==> config.mk <==
export PLATFORM = sky130hd
export DESIGN_NAME = jukebox_drive_allocator
export DESIGN_NICKNAME = d
export VERILOG_FILES = /design/src/design/jda_pkg.sv /design/src/design/jukebox_drive_allocator.sv /design/src/design/jda_age_unit.sv /design/src/design/jda_drive_table.sv /design/src/design/jda_seq.sv
export SDC_FILE = /design/constraint.sdc
export NUM_CORES = 1
export LEC_CHECK = 0
export BUFFER_PORTS_ARGS = -buffer_cell sky130_fd_sc_hd__buf_4
export CAP_MARGIN = 20
export CORE_MARGIN = 5
export CORE_UTILIZATION = 61
export DETAILED_ROUTE_END_ITERATION = 8
export PLACE_DENSITY = 0.76
export SLEW_MARGIN = 15
export SYNTH_ARGS = -nofsm -noshare
export SYNTH_HDL_FRONTEND = slang
export SYNTH_SLANG_ARGS = --single-unit
==> constraint.sdc <==
create_clock -name clk -period 26.6 [get_ports clk]
set_clock_uncertainty 0.2 [all_clocks]
set_input_delay 2.66 -clock clk [delete_from_list [all_inputs] [get_ports clk]]
set_output_delay 2.66 -clock clk [all_outputs]
set_load 0.02 [all_outputs]
==> src/design/jda_pkg.sv <==
// Shared types and codes for the jukebox drive allocator.
package jda_pkg;

  // Field widths fixed by the interface
  localparam int SIDE_W    = 7;
  localparam int NOW_W     = 32;
  localparam int STATUS_W  = 3;
  localparam int CFG_IDX_W = 3;
  localparam int CFG_DAT_W = 64;

  // Operation codes
  localparam logic OP_ACCESS = 1'b0;
  localparam logic OP_SWEEP  = 1'b1;

  // Result status codes
  localparam logic [STATUS_W-1:0] ST_HIT      = 3'd0;
  localparam logic [STATUS_W-1:0] ST_LOADED   = 3'd1;
  localparam logic [STATUS_W-1:0] ST_RETRY    = 3'd2;
  localparam logic [STATUS_W-1:0] ST_EMPTY    = 3'd3;
  localparam logic [STATUS_W-1:0] ST_BAD_SIDE = 3'd4;
  localparam logic [STATUS_W-1:0] ST_SWEEP    = 3'd5;

  // Configuration register indexes
  localparam logic [CFG_IDX_W-1:0] CFG_SHELF_COUNT    = 3'd0;
  localparam logic [CFG_IDX_W-1:0] CFG_DOUBLE_SIDED   = 3'd1;
  localparam logic [CFG_IDX_W-1:0] CFG_SHELF_OCCUPIED = 3'd2;
  localparam logic [CFG_IDX_W-1:0] CFG_DRIVE_COUNT    = 3'd3;
  localparam logic [CFG_IDX_W-1:0] CFG_DRIVE_PRESENT  = 3'd4;
  localparam logic [CFG_IDX_W-1:0] CFG_HYSTERESIS     = 3'd5;
  localparam logic [CFG_IDX_W-1:0] CFG_IDLE_TIMEOUT   = 3'd6;

  typedef struct packed {
    logic              operation;
    logic [SIDE_W-1:0] side;
    logic [NOW_W-1:0]  now;
  } jda_item_t;

  typedef struct packed {
    logic [STATUS_W-1:0] status;
    logic [2:0]          drive;
    logic                evicted;
    logic [SIDE_W-1:0]   evicted_side;
    logic [7:0]          unloaded_mask;
  } jda_result_t;

  typedef struct packed {
    logic [6:0]  shelf_count;
    logic        double_sided;
    logic [63:0] shelf_occupied;
    logic [3:0]  drive_count;
    logic [7:0]  drive_present;
    logic [31:0] hysteresis;
    logic [31:0] idle_timeout;
  } jda_cfg_t;

  // Write command to the drive table
  typedef struct packed {
    logic clr;    // unload the drive
    logic load;   // load a side, stamp spin-up and access time
    logic touch;  // refresh access time only
  } jda_tbl_cmd_t;

endpackage

==> src/design/jukebox_drive_allocator.sv <==
// Jukebox drive allocator top level: configuration registers and unit wiring.
// Flow: after an item is accepted the sequencer scans the drive entries through the
// shared age unit, then registers the result; a hit ends the scan at that drive and
// a bad side skips the scan. The next item is taken while the previous result waits
// in the output register; a result not yet taken holds the finish state. Reset:
// configuration returns to its defaults and all drives read as empty.
module jukebox_drive_allocator import jda_pkg::*; #(
  parameter int MAX_DRIVES  = 8,
  parameter int MAX_SHELVES = 64,
  parameter int TIME_BITS   = 32
) (
  input  logic                 clk,
  input  logic                 rst,
  input  logic                 item_valid,
  output logic                 item_ready,
  input  jda_item_t            item,
  output logic                 result_valid,
  input  logic                 result_ready,
  output jda_result_t          result,
  input  logic                 cfg_valid,
  output logic                 cfg_ready,
  input  logic [CFG_IDX_W-1:0] cfg_index,
  input  logic [CFG_DAT_W-1:0] cfg_data
);

  localparam int DW = (MAX_DRIVES > 1) ? $clog2(MAX_DRIVES) : 1;
  localparam int CW = (TIME_BITS > 32) ? TIME_BITS : 32;

  jda_cfg_t             cfg;
  logic [DW-1:0]        rd_idx;
  logic                 rd_loaded;
  logic [SIDE_W-1:0]    rd_side;
  logic [TIME_BITS-1:0] rd_spin;
  logic [TIME_BITS-1:0] rd_acc;
  logic [DW-1:0]        wr_idx;
  jda_tbl_cmd_t         wr_cmd;
  logic [SIDE_W-1:0]    wr_side;
  logic [TIME_BITS-1:0] wr_time;
  logic [TIME_BITS-1:0] au_now;
  logic [TIME_BITS-1:0] au_stamp;
  logic [CW-1:0]        au_thr;
  logic [TIME_BITS-1:0] au_age;
  logic                 au_gt;

  assign cfg_ready = 1'b1;

  // Configuration registers
  always_ff @(posedge clk) begin
    if (rst) begin
      cfg.shelf_count    <= 7'd50;
      cfg.double_sided   <= 1'b1;
      cfg.shelf_occupied <= '0;
      cfg.drive_count    <= 4'd2;
      cfg.drive_present  <= '0;
      cfg.hysteresis     <= 32'd10;
      cfg.idle_timeout   <= 32'd600;
    end else if (cfg_valid && cfg_ready) begin
      case (cfg_index)
        CFG_SHELF_COUNT:    cfg.shelf_count    <= cfg_data[6:0];
        CFG_DOUBLE_SIDED:   cfg.double_sided   <= cfg_data[0];
        CFG_SHELF_OCCUPIED: cfg.shelf_occupied <= cfg_data;
        CFG_DRIVE_COUNT:    cfg.drive_count    <= cfg_data[3:0];
        CFG_DRIVE_PRESENT:  cfg.drive_present  <= cfg_data[7:0];
        CFG_HYSTERESIS:     cfg.hysteresis     <= cfg_data[31:0];
        CFG_IDLE_TIMEOUT:   cfg.idle_timeout   <= cfg_data[31:0];
        default: begin
        end
      endcase
    end
  end

  jda_age_unit #(
    .TIME_BITS(TIME_BITS)
  ) u_age (
    .now   (au_now),
    .stamp (au_stamp),
    .thr   (au_thr),
    .age   (au_age),
    .gt    (au_gt)
  );

  jda_drive_table #(
    .MAX_DRIVES(MAX_DRIVES),
    .TIME_BITS (TIME_BITS)
  ) u_table (
    .clk       (clk),
    .rst       (rst),
    .rd_idx    (rd_idx),
    .rd_loaded (rd_loaded),
    .rd_side   (rd_side),
    .rd_spin   (rd_spin),
    .rd_acc    (rd_acc),
    .wr_idx    (wr_idx),
    .wr_cmd    (wr_cmd),
    .wr_side   (wr_side),
    .wr_time   (wr_time)
  );

  jda_seq #(
    .MAX_DRIVES (MAX_DRIVES),
    .MAX_SHELVES(MAX_SHELVES),
    .TIME_BITS  (TIME_BITS)
  ) u_seq (
    .clk          (clk),
    .rst          (rst),
    .cfg          (cfg),
    .item_valid   (item_valid),
    .item_ready   (item_ready),
    .item         (item),
    .result_valid (result_valid),
    .result_ready (result_ready),
    .result       (result),
    .rd_idx       (rd_idx),
    .rd_loaded    (rd_loaded),
    .rd_side      (rd_side),
    .rd_spin      (rd_spin),
    .rd_acc       (rd_acc),
    .wr_idx       (wr_idx),
    .wr_cmd       (wr_cmd),
    .wr_side      (wr_side),
    .wr_time      (wr_time),
    .au_now       (au_now),
    .au_stamp     (au_stamp),
    .au_thr       (au_thr),
    .au_age       (au_age),
    .au_gt        (au_gt)
  );

  // Busy in the cycle after taking an item
  a_busy_after_accept: assert property (@(posedge clk) disable iff (rst)
    item_valid && item_ready |=> !item_ready)
    else $error("item taken while the previous one is still in work");

  // Eviction is reported only with a fresh load
  a_evict_only_on_load: assert property (@(posedge clk) disable iff (rst)
    result_valid && result.evicted |-> result.status == ST_LOADED)
    else $error("eviction reported without a load");

  // Unload mask belongs to the sweep result alone
  a_mask_only_on_sweep: assert property (@(posedge clk) disable iff (rst)
    result_valid && (result.unloaded_mask != 8'd0) |-> result.status == ST_SWEEP)
    else $error("unload mask set outside a sweep");

  // Drive table changes only while an item is in work, never while idle
  a_table_idle: assert property (@(posedge clk) disable iff (rst)
    item_ready |-> !(wr_cmd.clr || wr_cmd.load || wr_cmd.touch))
    else $error("drive table written while idle");

endmodule

==> src/design/jda_age_unit.sv <==
// Shared age unit: wrapped time difference and strict compare against a threshold.
module jda_age_unit import jda_pkg::*; #(
  parameter int TIME_BITS = 32
) (
  input  logic [TIME_BITS-1:0]                         now,
  input  logic [TIME_BITS-1:0]                         stamp,
  input  logic [((TIME_BITS > 32) ? TIME_BITS : 32)-1:0] thr,
  output logic [TIME_BITS-1:0]                         age,
  output logic                                         gt
);

  localparam int CW = (TIME_BITS > 32) ? TIME_BITS : 32;

  // Subtract wraps modulo the time width
  assign age = now - stamp;
  assign gt  = CW'(age) > thr;

endmodule

==> src/design/jda_drive_table.sv <==
// Per-drive state: loaded flag, loaded side, spin-up and access time stamps.
module jda_drive_table import jda_pkg::*; #(
  parameter int MAX_DRIVES = 8,
  parameter int TIME_BITS  = 32
) (
  input  logic                                             clk,
  input  logic                                             rst,
  input  logic [((MAX_DRIVES > 1) ? $clog2(MAX_DRIVES) : 1)-1:0] rd_idx,
  output logic                                             rd_loaded,
  output logic [SIDE_W-1:0]                                rd_side,
  output logic [TIME_BITS-1:0]                             rd_spin,
  output logic [TIME_BITS-1:0]                             rd_acc,
  input  logic [((MAX_DRIVES > 1) ? $clog2(MAX_DRIVES) : 1)-1:0] wr_idx,
  input  jda_tbl_cmd_t                                     wr_cmd,
  input  logic [SIDE_W-1:0]                                wr_side,
  input  logic [TIME_BITS-1:0]                             wr_time
);

  logic [MAX_DRIVES-1:0] loaded;
  logic [SIDE_W-1:0]     side_mem [MAX_DRIVES];
  logic [TIME_BITS-1:0]  spin_mem [MAX_DRIVES];
  logic [TIME_BITS-1:0]  acc_mem  [MAX_DRIVES];

  // Read the entry under the scan pointer
  assign rd_loaded = loaded[rd_idx];
  assign rd_side   = side_mem[rd_idx];
  assign rd_spin   = spin_mem[rd_idx];
  assign rd_acc    = acc_mem[rd_idx];

  // Loaded flags clear at reset
  always_ff @(posedge clk) begin
    if (rst) begin
      loaded <= '0;
    end else if (wr_cmd.clr) begin
      loaded[wr_idx] <= 1'b0;
    end else if (wr_cmd.load) begin
      loaded[wr_idx] <= 1'b1;
    end
  end

  // Side and time stamps hold no reset value
  always_ff @(posedge clk) begin
    if (wr_cmd.load) begin
      side_mem[wr_idx] <= wr_side;
      spin_mem[wr_idx] <= wr_time;
    end
    if (wr_cmd.load || wr_cmd.touch) begin
      acc_mem[wr_idx] <= wr_time;
    end
  end

endmodule

==> src/design/jda_seq.sv <==
// Sequencer: scans drives one per cycle, picks/unloads, registers the result.
module jda_seq import jda_pkg::*; #(
  parameter int MAX_DRIVES  = 8,
  parameter int MAX_SHELVES = 64,
  parameter int TIME_BITS   = 32
) (
  input  logic                                             clk,
  input  logic                                             rst,
  input  jda_cfg_t                                         cfg,
  input  logic                                             item_valid,
  output logic                                             item_ready,
  input  jda_item_t                                        item,
  output logic                                             result_valid,
  input  logic                                             result_ready,
  output jda_result_t                                      result,
  output logic [((MAX_DRIVES > 1) ? $clog2(MAX_DRIVES) : 1)-1:0] rd_idx,
  input  logic                                             rd_loaded,
  input  logic [SIDE_W-1:0]                                rd_side,
  input  logic [TIME_BITS-1:0]                             rd_spin,
  input  logic [TIME_BITS-1:0]                             rd_acc,
  output logic [((MAX_DRIVES > 1) ? $clog2(MAX_DRIVES) : 1)-1:0] wr_idx,
  output jda_tbl_cmd_t                                     wr_cmd,
  output logic [SIDE_W-1:0]                                wr_side,
  output logic [TIME_BITS-1:0]                             wr_time,
  output logic [TIME_BITS-1:0]                             au_now,
  output logic [TIME_BITS-1:0]                             au_stamp,
  output logic [((TIME_BITS > 32) ? TIME_BITS : 32)-1:0]   au_thr,
  input  logic [TIME_BITS-1:0]                             au_age,
  input  logic                                             au_gt
);

  localparam int DW = (MAX_DRIVES > 1) ? $clog2(MAX_DRIVES) : 1;
  localparam int TW = TIME_BITS;
  localparam int CW = (TIME_BITS > 32) ? TIME_BITS : 32;

  typedef enum logic [2:0] {
    S_IDLE = 3'b001,
    S_SCAN = 3'b010,
    S_FIN  = 3'b100
  } jda_state_t;

  jda_state_t        state;
  logic              op;
  logic [SIDE_W-1:0] side_q;
  logic [TW-1:0]     now_q;
  logic [SIDE_W-1:0] shelf_q;
  logic              bad;
  logic              empty;
  logic [DW-1:0]     idx;
  logic              hit;
  logic [DW-1:0]     hit_idx;
  logic              alloc_done;
  logic              cvalid;
  logic [DW-1:0]     cidx;
  logic              blocked;
  logic [CW-1:0]     best;
  logic              ev;
  logic [SIDE_W-1:0] ev_side;
  logic [7:0]        mask;
  jda_result_t       result_next;

  logic [SIDE_W-1:0] sc;
  logic [7:0]        ns;
  logic [4:0]        nd;
  logic [SIDE_W-1:0] in_shelf;
  logic              in_bad;
  logic [SIDE_W-1:0] lshelf;
  logic              same;
  logic              hit_now;
  logic              active;
  logic              last;
  logic [4:0]        idx_w;
  logic [4:0]        hit_w;
  logic [4:0]        cidx_w;
  logic              out_free;

  // Clamp configured counts to the built sizes
  assign sc = (cfg.shelf_count < SIDE_W'(MAX_SHELVES)) ? cfg.shelf_count
                                                       : SIDE_W'(MAX_SHELVES);
  assign ns = cfg.double_sided ? {sc, 1'b0} : {1'b0, sc};
  assign nd = ({1'b0, cfg.drive_count} < 5'(MAX_DRIVES)) ? {1'b0, cfg.drive_count}
                                                         : 5'(MAX_DRIVES);

  // Classify the incoming side
  assign in_bad   = {1'b0, item.side} >= ns;
  assign in_shelf = (item.side < sc) ? item.side : item.side - sc;

  // Per-drive decode under the scan pointer
  assign idx_w   = 5'(idx);
  assign hit_w   = 5'(hit_idx);
  assign cidx_w  = 5'(cidx);
  assign last    = idx == DW'(MAX_DRIVES - 1);
  assign lshelf  = (rd_side < sc) ? rd_side : rd_side - sc;
  assign same    = lshelf == shelf_q;
  assign hit_now = (op == OP_ACCESS) && rd_loaded && (rd_side == side_q);
  assign active  = (op == OP_ACCESS) && !alloc_done && (idx_w < nd);
  assign out_free = !result_valid || result_ready;

  // Feed the shared age unit
  assign au_now   = now_q;
  assign au_stamp = (op == OP_SWEEP) ? rd_acc : rd_spin;
  assign au_thr   = (op == OP_SWEEP) ? CW'(cfg.idle_timeout)
                  : (same ? CW'(cfg.hysteresis) : best);

  assign rd_idx     = idx;
  assign item_ready = state == S_IDLE;

  // Drive table writes
  always_comb begin
    wr_cmd  = '0;
    wr_idx  = idx;
    wr_side = side_q;
    wr_time = now_q;
    if (state == S_SCAN && op == OP_SWEEP && rd_loaded && au_gt) begin
      wr_cmd.clr = 1'b1;
    end else if (state == S_FIN && out_free && op == OP_ACCESS && !bad) begin
      if (hit) begin
        wr_cmd.touch = 1'b1;
        wr_idx       = hit_idx;
      end else if (!empty && cvalid) begin
        wr_cmd.load = 1'b1;
        wr_idx      = cidx;
      end
    end
  end

  // Build the result
  always_comb begin
    result_next = '0;
    if (op == OP_SWEEP) begin
      result_next.status        = ST_SWEEP;
      result_next.unloaded_mask = mask;
    end else if (bad) begin
      result_next.status = ST_BAD_SIDE;
    end else if (hit) begin
      result_next.status = ST_HIT;
      result_next.drive  = hit_w[2:0];
    end else if (empty) begin
      result_next.status = ST_EMPTY;
    end else if (!cvalid) begin
      result_next.status = ST_RETRY;
    end else begin
      result_next.status       = ST_LOADED;
      result_next.drive        = cidx_w[2:0];
      result_next.evicted      = ev;
      result_next.evicted_side = ev ? ev_side : '0;
    end
  end

  // Sequencer
  always_ff @(posedge clk) begin
    if (rst) begin
      state        <= S_IDLE;
      result_valid <= 1'b0;
    end else begin
      // Drop the result once taken, unless a new one replaces it now
      if (result_valid && result_ready && state != S_FIN) begin
        result_valid <= 1'b0;
      end
      case (state)
        S_IDLE: begin
          if (item_valid) begin
            op         <= item.operation;
            side_q     <= item.side;
            now_q      <= TW'(item.now);
            shelf_q    <= in_shelf;
            bad        <= in_bad && (item.operation == OP_ACCESS);
            empty      <= !cfg.shelf_occupied[in_shelf[5:0]];
            idx        <= '0;
            hit        <= 1'b0;
            alloc_done <= 1'b0;
            cvalid     <= 1'b0;
            blocked    <= 1'b0;
            best       <= CW'(cfg.hysteresis);
            ev         <= 1'b0;
            mask       <= '0;
            state      <= (in_bad && item.operation == OP_ACCESS) ? S_FIN : S_SCAN;
          end
        end
        S_SCAN: begin
          idx <= idx + 1'b1;
          if (op == OP_SWEEP) begin
            // Unload idle drives, report the low eight
            if (rd_loaded && au_gt && idx_w < 5'd8) begin
              mask[idx_w[2:0]] <= 1'b1;
            end
            if (last) begin
              state <= S_FIN;
            end
          end else if (hit_now) begin
            hit     <= 1'b1;
            hit_idx <= idx;
            state   <= S_FIN;
          end else begin
            // Drive selection by priority
            if (active) begin
              if (!rd_loaded) begin
                if (idx_w < 5'd8 && cfg.drive_present[idx_w[2:0]]) begin
                  cvalid  <= 1'b1;
                  cidx    <= idx;
                  blocked <= 1'b1;
                  ev      <= 1'b0;
                end
              end else if (same) begin
                cvalid     <= au_gt;
                cidx       <= idx;
                ev         <= 1'b1;
                ev_side    <= rd_side;
                alloc_done <= 1'b1;
              end else if (!blocked && au_gt) begin
                cvalid  <= 1'b1;
                cidx    <= idx;
                best    <= CW'(au_age);
                ev      <= 1'b1;
                ev_side <= rd_side;
              end
            end
            if (last) begin
              state <= S_FIN;
            end
          end
        end
        S_FIN: begin
          if (out_free) begin
            result_valid <= 1'b1;
            result       <= result_next;
            state        <= S_IDLE;
          end
        end
        default: begin
          state <= S_IDLE;
        end
      endcase
    end
  end

endmodule
Yosys cells after proc, flatten, opt, wreduce, memory -nomap -nowiden
Memory sizes are Yosys's and may differ from the RTL's. A register that Yosys moved wholly into a read port is not among the register bits.
Index checks and enable logic that the tools add are counted.
W data, S select, Z words.
{ "totals": {"latch_bits": 0, "romBits": 0, "register_bits": 292, "ram_bits": 568, "memories": 3, "output_inout_bits": 25} }
{ "memory_table": {"columns": ["name", "words", "width", "read_ports", "rd_clocked_by_memory_dff", "write_ports", "line_no", "rtl"], "rows": [
  ["u_table.acc_mem", 8, 32, 1, 1, 1, "jda_drive_table.sv:22", "logic [TIME_BITS-1:0] acc_mem [MAX_DRIVES];"],
  ["u_table.spin_mem", 8, 32, 1, 1, 1, "jda_drive_table.sv:21", "logic [TIME_BITS-1:0] spin_mem [MAX_DRIVES];"],
  ["u_table.side_mem", 8, 7, 1, 1, 1, "jda_drive_table.sv:20", "logic [SIDE_W-1:0] side_mem [MAX_DRIVES];"]
]} }
{ "classes": {"addsub": 4, "bitwise": 10, "div_mod_pow": 0, "n_reduce_logical": 57, "n_lt_le_gt_ge": 13, "mux": 104, "n_mul": 0, "eq_ne": 30, "shift": 0} }
{ "op_table": {"columns": ["operator", "count"], "rows": [
  ["$mux W32", 10],
  ["$pmux W32 S2", 1],
  ["$mux W3", 19],
  ["$mux W8", 6],
  ["$mux W1", 42],
  ["$mux W7", 6],
  ["$gt A32 B32 Y1", 1],
  ["$sub A32 B32 Y32", 1],
  ["$reduce_and A8 Y1", 3],
  ["$mux W11", 2],
  ["$logic_and A1 B1 Y1", 20],
  ["$ne A2 B2 Y1 const B", 8],
  ["$or A8 B8 Y8", 2],
  ["$pmux W8 S2", 1],
  ["$reduce_and A2 Y1", 8],
  ["$eq A3 B3 Y1 const B", 5],
  ["$eq A7 B7 Y1", 2],
  ["$lt A7 B7 Y1", 2],
  ["$reduce_and A7 Y1", 2],
  ["$sub A7 B7 Y7", 2],
  ["$lt A3 B4 Y1 const B", 3],
  ["$ne A2 B1 Y1 const B", 6],
  ["$pmux W1 S2", 5],
  ["$reduce_and A5 Y1", 2],
  ["34 further kinds", 59]
]} }

Longest topological paths before layout
Gate-level depths: netlist (run 1).
{ "logic_depth": {"depth_word": 17, "mapped_depth": 31} }

Cells and area by module
A second synthesis (run 1) with hierarchy kept.
{ "unflattened": {"cells_unflattened": 2640, "area_unflattened_um2": 39173.8} }
{ "modules_own_cells": {"columns": ["mod", "area_per_inst_um2", "cells_each", "instances"], "rows": [
  ["jda_drive_table", 22127.5, 879, 1],
  ["jda_seq", 8409.3, 832, 1],
  ["jukebox_drive_allocator", 6098.3, 567, 1],
  ["jda_age_unit", 2538.7, 362, 1]
]} }

Worst setup path before layout (run 1)
OpenSTA, ideal clock, no wires.
{ "synth_path": {"path_kind": "register to register", "startpoint": "register (tool-made name)", "endpoint": "register u_seq.best[0] (enable)", "n_path_buf": 6, "synth_period_minus_slack_ns": 8.534, "required_ns": 25.968, "slack_ns": 18.066, "path_stages_with_launch": 26, "arrival_ns": 7.902, "path_cell_list": "dfxtp_1 > buf_6 > buf_6 > buf_1 > buf_1 > buf_1 > mux4_2 > mux4_2 > inv_1 > ha_1 > clkbuf_1 > nand4_1 > nor4_1 > o211ai_1 > nand4_1 > a21oi_1 > nor3_1 > a211o_1 > a21oi_1 > xnor2_1 > ha_1 > nand4_1 > nor4_1 > a31oi_1 > or4_1 > a21oi_1"} }
{ "synth_rtl": {"columns": ["item", "line_no", "rtl"], "rows": [
  ["to (signal assigned)", "jda_seq.sv:174", "best <= CW'(cfg.hysteresis);"],
  ["to (signal assigned)", "jda_seq.sv:213", "best <= CW'(au_age);"],
  ["to (decl)", "jda_seq.sv:56", "logic [CW-1:0] best;"]
]} }

==> results of run 1 <==
worst min-delay path by stage:
stage,start,endpoint,slack [ns],cells after the start
after floorplan,cfg[124]$_SDFFE_PP0P_,cfg[124]$_SDFFE_PP0P_,0.23,2
after global placement,cfg[67]$_SDFFE_PP0P_,cfg[67]$_SDFFE_PP0P_,0.24,2
after detailed placement,cfg[29]$_SDFFE_PP0P_,cfg[29]$_SDFFE_PP0P_,0.25,2
after CTS,cfg[129]$_SDFFE_PP0P_,cfg[129]$_SDFFE_PP0P_,0.26,2
after global routing,cfg[90]$_SDFFE_PP0P_,cfg[90]$_SDFFE_PP0P_,0.28,2
final,cfg[121]$_SDFFE_PP0P_,cfg[121]$_SDFFE_PP0P_,0.25,2
sequential cells by signal, summed over array words and instances (netlist names), 3 cells and up, named ones only:
register / flops
cfg: 148
u_seq.result: 22
u_table.spin_mem: 256
u_seq.state: 3
u_seq.hit_idx: 3
u_seq.ev_side: 7
u_seq.au_now: 32
u_seq.wr_side: 7
u_seq.cidx: 3
u_seq.rd_idx: 3
u_table.side_mem: 56
u_seq.mask: 8
u_table.acc_mem: 256
u_seq.best: 32
u_seq.shelf_q: 7
cell type report:
class | count | area (um2) | share of cell area (%)
Timing Repair Buffer | 171 | 1340 | 3.21
Clock inverter | 56 | 526 | 1.26
Inverter | 77 | 292 | 0.698
Sequential cell | 863 | 24300 | 58.2
Clock buffer | 102 | 2230 | 5.35
Tap cell | 782 | 978 | 2.34
Multi-Input combinational cell | 1457 | 12100 | 29.0
tightest hold or removal path, cell delays in order, from the launching register on:
cell	delay [ns]
dfxtp_1	0.31
nand2_1	0.05
a21oi_1	0.05
Yosys cell counts, types with 4 or more instances:
library cell / instances / area share (%)
and3_1: 14 / 0.24
a31oi_1: 16 / 0.27
nand3_1: 15 / 0.20
a21oi_1: 206 / 2.8
nand2_1: 395 / 4.0
nor2_1: 85 / 0.86
nand2b_1: 13 / 0.22
o2111ai_1: 5 / 0.12
clkbuf_1: 88 / 0.89
o21bai_1: 6 / 0.12
inv_1: 74 / 0.75
nor4_1: 5 / 0.084
a32oi_1: 10 / 0.24
o21a_1: 6 / 0.12
a32o_1: 4 / 0.11
a211oi_1: 5 / 0.10
ha_1: 88 / 3.0
xor2_1: 19 / 0.45
xnor2_1: 31 / 0.73
o211ai_1: 5 / 0.10
mux2_2: 61 / 1.9
nand4_1: 20 / 0.34
nor3_1: 26 / 0.35
nand3b_1: 9 / 0.18
buf_6: 5 / 0.15
nor2b_1: 21 / 0.35
o31ai_1: 12 / 0.24
mux2i_1: 60 / 1.6
o21ai_0: 42 / 0.57
mux4_2: 175 / 11
dfxtp_1: 163 / 8.8
or2_2: 5 / 0.084
and2_1: 16 / 0.27
a211o_1: 5 / 0.12
edfxtp_1: 700 / 57
buf_1: 22 / 0.22
a21o_1: 32 / 0.65
power breakdown:
part           internal, mW  switching, mW
Combinational         0.163          0.214
Clock                 0.689          0.505
Sequential             1.48         0.0301
Total                  2.33          0.749
through the flow:
step | utilization, % | setup slack (ns) | total power, mW
floorplan | - | 18.07 | 1.79
CTS | 69.2 | 17.19 | 3.09
global route | 69.3 | 16.67 | 3.19
finish | 69.3 | 17.07 | 3.08
global placement | 64.6 | 17.41 | 1.90
detailed placement | 64.6 | 17.27 | 1.91
metal layers:
layer	vias up	global-route usage (%)
met5	-	0
met4	2	10.3
met3	179	4.34
met2	993	43.2
met1	11100	36.8
li1	9843	-
cells in the final DEF, fill, tap and decap left out, types with 10 or more instances in the layout:
| master | instances |
|---|---|
| clkinv_1 | 17 |
| o31ai_1 | 12 |
| buf_4 | 167 |
| dfxtp_1 | 160 |
| nand3_1 | 15 |
| and2_1 | 16 |
| mux2_2 | 61 |
| nor3_1 | 26 |
| o21ai_0 | 41 |
| xor2_1 | 19 |
| mux2i_1 | 60 |
| nand2_1 | 394 |
| xnor2_1 | 31 |
| nor2b_1 | 21 |
| mux4_2 | 175 |
| nor2_1 | 70 |
| clkbuf_1 | 14 |
| a31oi_1 | 16 |
| nand4_1 | 20 |
| nor2_4 | 14 |
| a21o_1 | 32 |
| edfxtp_1 | 700 |
| a32oi_1 | 10 |
| clkinv_2 | 22 |
| and3_1 | 14 |
| inv_1 | 67 |
| ha_1 | 88 |
| nand2b_1 | 13 |
| clkbuf_16 | 86 |
| a21oi_1 | 205 |
cells by family (layout without fill, tap and decap cells):
logic type                 Yosys count  count (layout)  share of synthesized area, %
AOI/OAI and AO/OA                  380             380                          6.13
xor gates and xnor gates            50              50                          1.18
adders and majority gates           91              91                          3.14
buffers and inverters              194             406                          2.08
DFF                                863             863                          65.6
muxes                              303             303                          14.5
other                                1               1                        0.0101
and+or+nand+nor                    632             632                          7.38
==> summary.txt, run 1 <==
Setup path
  • Worst path bufs/invs: 2
  • CP delay by family, top: simple AND/OR/NAND/NOR gates
  • CP Data Required Time: roughly 27 ns
  • Largest stage delay, worst path: 1.05 ns
  • Critical path depth in cells: 21
  • Worst r2r dst: u_seq.mask[7]$_SDFFCE_PN0P_
  • Worst R2R Path Depth: 21
  • Worst Setup Start Kind: register
  • Crit path max-delay cell type: dfxtp_4
  • Critical Path Sink: u_seq.mask[7]$_SDFFCE_PN0P_
  • R2R Setup Slk: between 15 and 20 ns
  • Worst Setup End Kind: register
  • CP Max Fanout: 71
  • Crit path DAT: about 9.6 ns
  • WS Path Type: reg2reg
  • Crit path cell chain: buf_4 > mux4_2 > mux2i_2 > ha_1 > nor2b_1 > o31a_1 > o21ai_0 > a21oi_1 > nor4_1 > xnor2_1 > nand4_1 > nor4_4 > buf_4 > mux2_2 > mux2i_1 > ha_1 > nand4_1 > nor4_1 > a31oi_1 > or3_1 > a21oi_1

GRT
  • Largest net degree at the start of global routing: slightly below 100
  • First-pass GRT wire length: about 130000 um
  • GRT Overall Usage: 26.6%
  • Overflow after GRT: 0
  • Initial antenna violation count: 1
  • Number of global-route vias before repair: 22.4k

Synth
  • Sequential-to-total area share from yosys stat: 65.6%
  • Post-synth EDFFs: 700
  • Yosys cell types: 67
  • Syn Area/Cell: 14.7 um2
  • Primary FF master, synth: edfxtp_1
  • Synthesis Warnings: 0
  • Syn Inst Count: about 2.5k
  • Syn nets: 2717
  • Fraction of registers with async set/reset: 0%
  • Netlist Area Pre-Place: 37000 um2
  • Yosys reg bits: between 800 and 900

STA
  • RSZ-0062 raised after global routing: no
  • Final hold vios: 0
  • Maximum clock frequency: approximately 100 MHz
  • Setup-failing EPs final: 0
  • Fin crit share: 35.8%
  • Worst slew margin: about 26%
  • Setup TNS: 0 ns
  • Worst-Margin Slew: 1.08 ns
  • Min Clock Period, post-route: between 9 and 10 ns
  • Hold WS: between 0.2 and 0.3 ns
  • Final max-slew violation count: 0

Clocking
  • Post-CTS setup buffer count: 0
  • Clock buffer depth: 3
  • Total CTS buffers: 85
  • Post-CTS sizing: 0
  • CTS H-tree depth: 3
  • Later-pin clock latency in the skew report: roughly 0.63 ns
  • Worst-path clk slew: approximately 0.060 ns
  • CTS tree: done
  • CTS Root Cell: clkbuf_16
  • # hold bufs at CTS: 0
  • CTS Sinks: 863

Status
  • Status: finished clean

Power
  • VDD IR max: 0.0780 mV
  • PD cells: between 70 and 80 nW/um2
  • Lkg Pwr: about 14 nW

Placed design
  • Placed Cells incl. Taps: 3346
  • PortBufs: between 100 and 150
  • Placer Congestion: approximately 0.9
  • Placed Area: ~40000 um2
  • HPWL after detailed placement: 52000 um

Routing
  • TritonRoute pass-1 iters: 6
  • Top Metal Used: met5
  • Via Count: roughly 22k
  • Final WL: ~88000 um
  • Met3 WL: between 7000 and 8000 um
  • DR vias/cell: 6.31
  • Iteration-0 DRC Markers: 2152
  • Routed Antenna Nets: 0
  • DRC violations left: 0
  • Met2 WL: 43200 um
  • Routed WL per cell: 25.2 um
  • Met1 WL: between 30000 and 40000 um

Run
  • Max Cap Viol: 0

Floorplanning
  • Ports: 137
  • Die W: about 260 um
  • Die height: around 260 um
  • Die ar.: about 66000 um2
  • Rows: 90
  • Core Area: about 60000 um2
  • Initial core utilization: slightly above 60%

Min path
  • Hold Path Class: reg2reg

Layout
  • Final std cells w/o fill: ~3.5k
  • Final instance area: around 42000 um2
  • P&R area growth vs syn: 12.8%
  • FILL cells: about 3.9k
  • ANT cells: 0
  • Layout cell share with drive strength beyond 1: approximately a fifth
  • Nets: around 2.9k
No activity file was read; power rests on OpenSTA's default activity.
==> run 2, diff against run 1 <==
- ABC_AREA: not set -> 1
- clock period: 26.6 -> 9.95 ns (I/O delays scaled with it)
==> summary.txt, run 2 <==
Status
  • Status: finished clean

Power
  • Lkg Pwr: 16.6 nW
  • PD cells: between 200 and 300 nW/um2
  • VDD IR max: roughly 0.21 mV

STA
  • Worst slew margin: 28.7%
  • Maximum clock frequency: about 130 MHz
  • Fin crit share: about three quarters
  • Setup TNS: 0 ns
  • Final hold vios: 0
  • Min Clock Period, post-route: 7.61 ns
  • Setup-failing EPs final: 0
  • Hold WS: 0.253 ns
  • RSZ-0062 raised after global routing: no
  • Final max-slew violation count: 0
  • Worst-Margin Slew: ~1.1 ns

Setup path
  • Worst Setup Start Kind: register
  • WS Path Type: reg2reg
  • Worst Setup End Kind: register
  • Crit path max-delay cell type: dfxtp_4
  • Largest stage delay, worst path: a little under 1 ns
  • CP Max Fanout: about 130
  • Crit path DAT: slightly below 8 ns
  • Crit path top cell by count: nand2_1
  • CP delay by family, top: simple AND/OR/NAND/NOR gates
  • CP Data Required Time: ~10 ns
  • Worst path bufs/invs: 5

Clocking
  • Worst-path clk slew: ~0.060 ns
  • Later-pin clock latency in the skew report: ~0.65 ns
  • CTS tree: done
  • CTS Root Cell: clkbuf_16
  • Total CTS buffers: 87
  • Post-CTS setup buffer count: 0
  • CTS H-tree depth: 3
  • CTS Sinks: about 860
  • # hold bufs at CTS: 0
  • Clock buffer depth: 3
  • Post-CTS sizing: 0

Floorplanning
  • Ports: between 100 and 150
  • Core Area: between 60000 and 70000 um2
  • Die W: around 260 um
  • Initial core utilization: about three fifths
  • Die ar.: roughly 68000 um2
  • Die height: 261 um
  • Rows: just over 90

Synth
  • Yosys cell types: 51
  • Fraction of registers with async set/reset: 0%
  • Area leader, netlist: edfxtp_1
  • Netlist Area Pre-Place: between 30000 and 40000 um2
  • Dominant cell by count in the synthesized netlist: edfxtp_1
  • Primary FF master, synth: edfxtp_1
  • Synthesis Warnings: 0
  • Synth area leaders: edfxtp_1 55%, dfxtp_1 8.5%, nand2_1 6.6%
  • Syn nets: around 4.0k
  • Synth top area share: 54.5%
  • Syn Area/Cell: 10.1 um2
  • Syn Inst Count: between 3k and 4k
  • Yosys reg bits: between 800 and 900
  • Synth cell count leaders: 700 x edfxtp_1, 675 x nand2_1, 654 x nor2_1, 431 x o21ai_0, 224 x nand3_1
  • Sequential-to-total area share from yosys stat: about 63%
  • Post-synth EDFFs: 700

Layout
  • Commonest cells after routing, fill and taps aside: 700 x edfxtp_1, 675 x nand2_1, 646 x nor2_1
  • Layout cell share with drive strength beyond 1: a little over a tenth
  • Final std cells w/o fill: approximately 4.8k
  • Commonest non-fill, non-tap cell in the layout: edfxtp_1
  • Area of the multi-input gates: about 13000 um2
  • Top Registers: u_table.acc_mem x256, u_table.spin_mem x256, cfg x148
  • Final instance area: roughly 43000 um2
  • Storage cell area: between 20000 and 25000 um2
  • FILL cells: ~4.7k
  • Nets: just over 4k
  • ANT cells: 0
  • P&R area growth vs syn: 11.8%

Routing
  • Routed Antenna Nets: 0
  • Routed WL per cell: 21.1 um
  • Met2 WL: 46700 um
  • DR vias/cell: just over 6
  • TritonRoute pass-1 iters: 6
  • Top Metal Used: met4
  • Via Count: between 20k and 30k
  • Met1 WL: approximately 42000 um
  • DRC violations left: 0
  • Iteration-0 DRC Markers: around 3.8k
  • Final WL: roughly 100000 um
  • Met3 WL: approximately 10000 um

Placed design
  • Placer Congestion: about 0.97
  • Placed Area: roughly 40000 um2
  • PortBufs: 135
  • Placed Cells incl. Taps: approximately 4.6k
  • HPWL after detailed placement: 60900 um

Min path
  • Hold Path Class: reg2reg

GRT
  • First-pass GRT wire length: around 150000 um
  • Largest net degree at the start of global routing: roughly 200
  • GRT Overall Usage: about 29%
  • Initial antenna violation count: 0
  • Number of global-route vias before repair: ~27k
  • Overflow after GRT: 0

Run
  • Max Cap Viol: 0
-- run 2: power breakdown --
part	total, mW	internal, mW	switching (mW)
sequential	4.42	4.16	0.253
combinational	4.52	1.42	3.10
clock	3.29	1.92	1.38
-- run 2: worst paths after layout --
| kind | startpoint | endpoint | depth (start not counted) | slack (ns) |
|---|---|---|---|---|
| setup / recovery | register | u_seq.best[19]$_DFFE_PP_ | 36 | 2.34 |
| hold / removal | cfg[4]$_SDFFE_PP1P_ | cfg[4]$_SDFFE_PP1P_ | 2 | 0.25 |
| setup reg to reg | register | u_seq.best[19]$_DFFE_PP_ | 36 | 2.34 |
| hold reg to reg | cfg[4]$_SDFFE_PP1P_ | cfg[4]$_SDFFE_PP1P_ | 2 | 0.25 |
-- run 2: cell families (layout without fill, tap and decap cells) --
| logic type | Yosys count | after routing | synth area share, % |
|---|---|---|---|
| and+or+nand+nor | 1663 | 1663 | 17.6 |
| xor gates and xnor gates | 34 | 34 | 0.772 |
| adders and majority gates | 91 | 91 | 3.01 |
| buffers and inverters | 430 | 567 | 4.63 |
| other | 1 | 1 | 0.00973 |
| AOI/OAI and AO/OA | 723 | 723 | 11.0 |
| DFF | 863 | 863 | 63.0 |
-- run 2: layout make-up --
| type | count | area share [%] |
|---|---|---|
| clock buffer | 121 | 5.79 |
| clock inverter | 37 | 0.915 |
| inverter | 231 | 2.03 |
| multi-input combinational | 2512 | 29.2 |
| sequential | 863 | 56.4 |
| tap | 846 | 2.46 |
| timing repair buffer | 178 | 3.25 |
-- run 2: metrics by stage --
step | power [mW] | setup WS, ns | util, %
final | 12.2 | 2.34 | 68.6
after global routing | 12.9 | 1.66 | 68.6
after CTS | 12.2 | 2.49 | 68.5
after detailed placement | 8.86 | 2.52 | 63.9
after global placement | 8.79 | 2.69 | 63.9
after floorplan | 7.55 | 3.41 | -
-- run 2: worst reg2reg max path, delay by kind of cell (launching register included) --
kind                     cells  cell delay [ns]
buffers and inverters        5             1.09
AO/OA/AOI/OAI                3             0.74
adder cells (fa/ha/maj)      2             0.63
flip-flops                   1             0.98
AND/OR/NAND/NOR             26             3.59
-- run 2: routing by layer --
layer | vias to the layer above | GRT usage, %
met1 | 13800 | 42.3
met2 | 1543 | 45.5
met3 | 197 | 4.75
li1 | 13300 | -
met4 | 0 | 8.96
met5 | - | 0
